==> src/rtl/cst_ram.sv <==
module cst_ram #(
    parameter int unsigned WIDTH = 8,
    parameter int unsigned DEPTH = 16
) (
    input  logic                     i_clk,
    input  logic                     i_we,
    input  logic [$clog2(DEPTH)-1:0] i_waddr,
    input  logic [WIDTH-1:0]         i_wdata,
    input  logic                     i_re,
    input  logic [$clog2(DEPTH)-1:0] i_raddr,
    output logic [WIDTH-1:0]         o_rdata
);

    logic [WIDTH-1:0] r_mem [DEPTH];
    logic [WIDTH-1:0] r_rdata;

    always_ff @(posedge i_clk) begin
        if (i_we) begin
            r_mem[i_waddr] <= i_wdata;
        end
        if (i_re) begin
            r_rdata <= r_mem[i_raddr];
        end
    end

    assign o_rdata = r_rdata;

endmodule

==> config.mk <==
export PLATFORM = sky130hd
export DESIGN_NAME = cst_ram
export DESIGN_NICKNAME = d
export VERILOG_FILES = /design/src/rtl/cst_ram.sv
export SDC_FILE = /design/constraint.sdc
export NUM_CORES = 1
export LEC_CHECK = 0
export ABC_AREA = 1
export BUFFER_PORTS_ARGS = -buffer_cell sky130_fd_sc_hd__buf_2
export CORE_MARGIN = 1
export CORE_UTILIZATION = 46
export DETAILED_ROUTE_END_ITERATION = 8
export PLACE_DENSITY = 0.65
export SLEW_MARGIN = 30
export SYNTH_ARGS = -nofsm -noshare
export SYNTH_HDL_FRONTEND = slang
export SYNTH_SLANG_ARGS = --single-unit
==> constraint.sdc <==
create_clock -name i_clk -period 1.9 [get_ports i_clk]
set_clock_uncertainty 0.15 [all_clocks]
set_input_delay 0.57 -clock i_clk [delete_from_list [all_inputs] [get_ports i_clk]]
set_output_delay 0.57 -clock i_clk [all_outputs]
set_load 0.05 [all_outputs]
==> results.md <==
- CP Data Required Time: 1.18 ns
- Final number of hold-violating endpoints: 0
- Post-Synth XOR/XNOR Area: 0%
- Yosys reg bits: 136
- Period utilization: 95.5%
- Final Setup Violations: 0
- Sw frac: 21.8%
- Chip width: 115 um
- CTS resizes: 0
- Total gr overflow: 0
- Static Leakage: 0.00294 uW
- Die ar.: 13200 um^2
- Most frequent cells in the layout: nand2_1, edfxtp_1, inv_1
- Synth Area in Compound Gates: 0%
- Clk root buf: clkbuf_16
- Vias: 3887
- IO buf count: 26
- Worst path slowest cell: edfxtp_1
- Combinational share of power: 7.0%
- CP startpoint kind: flop
- Clock buffer depth: 2
- Post-synthesis sequential area ratio: 69.8%
- Mapped Avg Cell Area: 10.6 um^2
- TritonCTS clock tree: done
- Total CTS buffers: 17
- Drt total wl: 13.2 mm
- Buf/Inv on CP: 1
- GRT Util Overall: 22.1%
- Residual DRC: 0
- Syn nets: 570
- Initial Util: 47.9%
- Fin util: 55.6%
- First-pass GRT wire length: 20.3 mm
- Worst Hold Class: in -> reg
- Final min period: 1.81 ns
- Share of layout cells above drive strength 1: 12.6%
- Hpwl dp: 8.39 mm
- Antenna Cells: 0
- CTS HTree Levels: 4
- Area Overhead vs Synth: 16.2%
- Worst-Margin Slew: 0.656 ns
- CP Cell Sequence: buf_2
- Crit end category: primary output
- Adder-cell share of the synthesized area: 0%
- Status: complete, no violations
- Relative slew margins: 56.2%
- First drt pass iteration count: 5
- Main combinational cell family by area after synthesis: simple AND/OR/NAND/NOR gates
- Pint: 5270 uW
- Fmax: 551 MHz
- Family with the most delay on the worst path: flip-flops
- Crit path arrival time: 1.09 ns
- Initial antenna violation count: 0
- Layout Nets: 619
- # hold bufs at CTS: 0
- Total power: 6740 uW
- Mux cell area share after synthesis: 0%
- Routed length per placed instance: 17.0 um
- Yosys top cell by area: edfxtp_1
- DRT iter0 DRCs: 360
- Post-CTS setup buffer count: 0
- Max FO, Critical Path: 1
- Mapped Cells: 551
- Pwr Density: 992 nW/um^2
- Worst-Skew Late Latency: 0.42 ns
- Vias per cell: 5.00
- Die Ht: 115 um
- Leading cell type in the layout, fill and taps excluded: nand2_1
- Largest net degree at the start of global routing: 33
- Post-synthesis simple-gate area fraction: 20.8%
- Fill cell count: 1047
- Ranking of synthesized cells by area: edfxtp_1, nand2_1, nand3_1
- Yosys cell types: 11
- Synth warn: 0
- Final Wtd Congestion: 0.837
- Core Box Area: 12200 um^2
- Slew Viols, Final: 0
- Switch Pwr: 1470 uW
- Antenna-violating nets left: 0
- Max-Cap Viols: 0
- Max IR drop VDD: 0.643 mV
- WS Path Type: reg -> out
- FP Rows: 40
- Clock-pin slew on the worst setup and hold paths: 0.06 ns
- Post-Syn Area: 5850 um^2
- CTS Sinks: 136
- Clock share of power: 42.4%
- Io pins: 27
- Largest stage delay, worst path: 0.39 ns
- Sequential fraction of design power: 50.6%
- RSZ-0062 raised after global routing: no
- Post-synth top area share: 69.8%
- Vias in the first global route: 3659
## cell type report
| cell class | instances | area [um^2] | area share, % |
|---|---|---|---|
| well taps | 168 | 210 | 3.09 |
| clock inverters | 7 | 56.3 | 0.829 |
| multi-input cells | 289 | 1210 | 17.9 |
| flip-flops and latches | 136 | 4080 | 60.1 |
| inverters | 102 | 383 | 5.64 |
| repair buffers | 54 | 403 | 5.93 |
| clock buffers | 22 | 444 | 6.54 |
## power groups by stage
stage | registers (uW) | clock network, uW | logic (uW)
final | 3410 | 2860 | 474
after global routing | 3410 | 3020 | 521
after CTS | 3410 | 2900 | 477
after detailed placement | 3470 | 0 | 475
after global placement | 3460 | 0 | 468
after floorplan | 3510 | 0 | 237
## worst paths after layout
path                            slack [ns]                    from                    to  cells past startpoint
worst min-delay path                  0.38                    i_re  o_rdata[1]$_DFFE_PP_                      1
worst max-delay path                  0.09    o_rdata[3]$_DFFE_PP_            o_rdata[3]                      1
worst min register to register        0.58  r_mem[12][5]$_DFFE_PP_  o_rdata[5]$_DFFE_PP_                      6
worst max register to register        0.61   r_mem[4][4]$_DFFE_PP_  o_rdata[4]$_DFFE_PP_                      6
## cells in the mapped netlist (all sizes together)
library cell / instances
nand3b: 2
nand3: 97
nand2: 173
buf: 24
edfxtp: 136
nor2: 17
inv: 102
## cells by family after synthesis
kind of cell / after synthesis
buf+inv: 126
flops: 136
simple gates: 289
## through the flow
step	hold slack [ns]	setup slack (ns)	instances	instance area, um^2	setup TNS (ns)
2_1_floorplan	0.519	0.229	551	5850	0
3_3_place_gp	0.557	-0.0772	749	6290	-0.387
3_5_place_dp	0.581	-0.0703	749	6290	-0.421
4_1_cts	0.367	0.0727	778	6790	0
5_1_grt	0.376	0.0571	778	6790	0
6_report	0.381	0.0852	778	6790	0
## state kept, by name, summed over array words and instances (netlist names)
| signal | count |
|---|---|
| o_rdata | 8 |
| r_mem | 128 |
## layer usage
layer	GRT usage [%]	vias up	part of all wire, %
met3	4.38	29	5.1
li1	-	1874	-
met2	32.8	147	46
met5	0	-	0
met1	30.4	1837	45
met4	13.2	0	3.4
(Power assumes the default switching activity.)
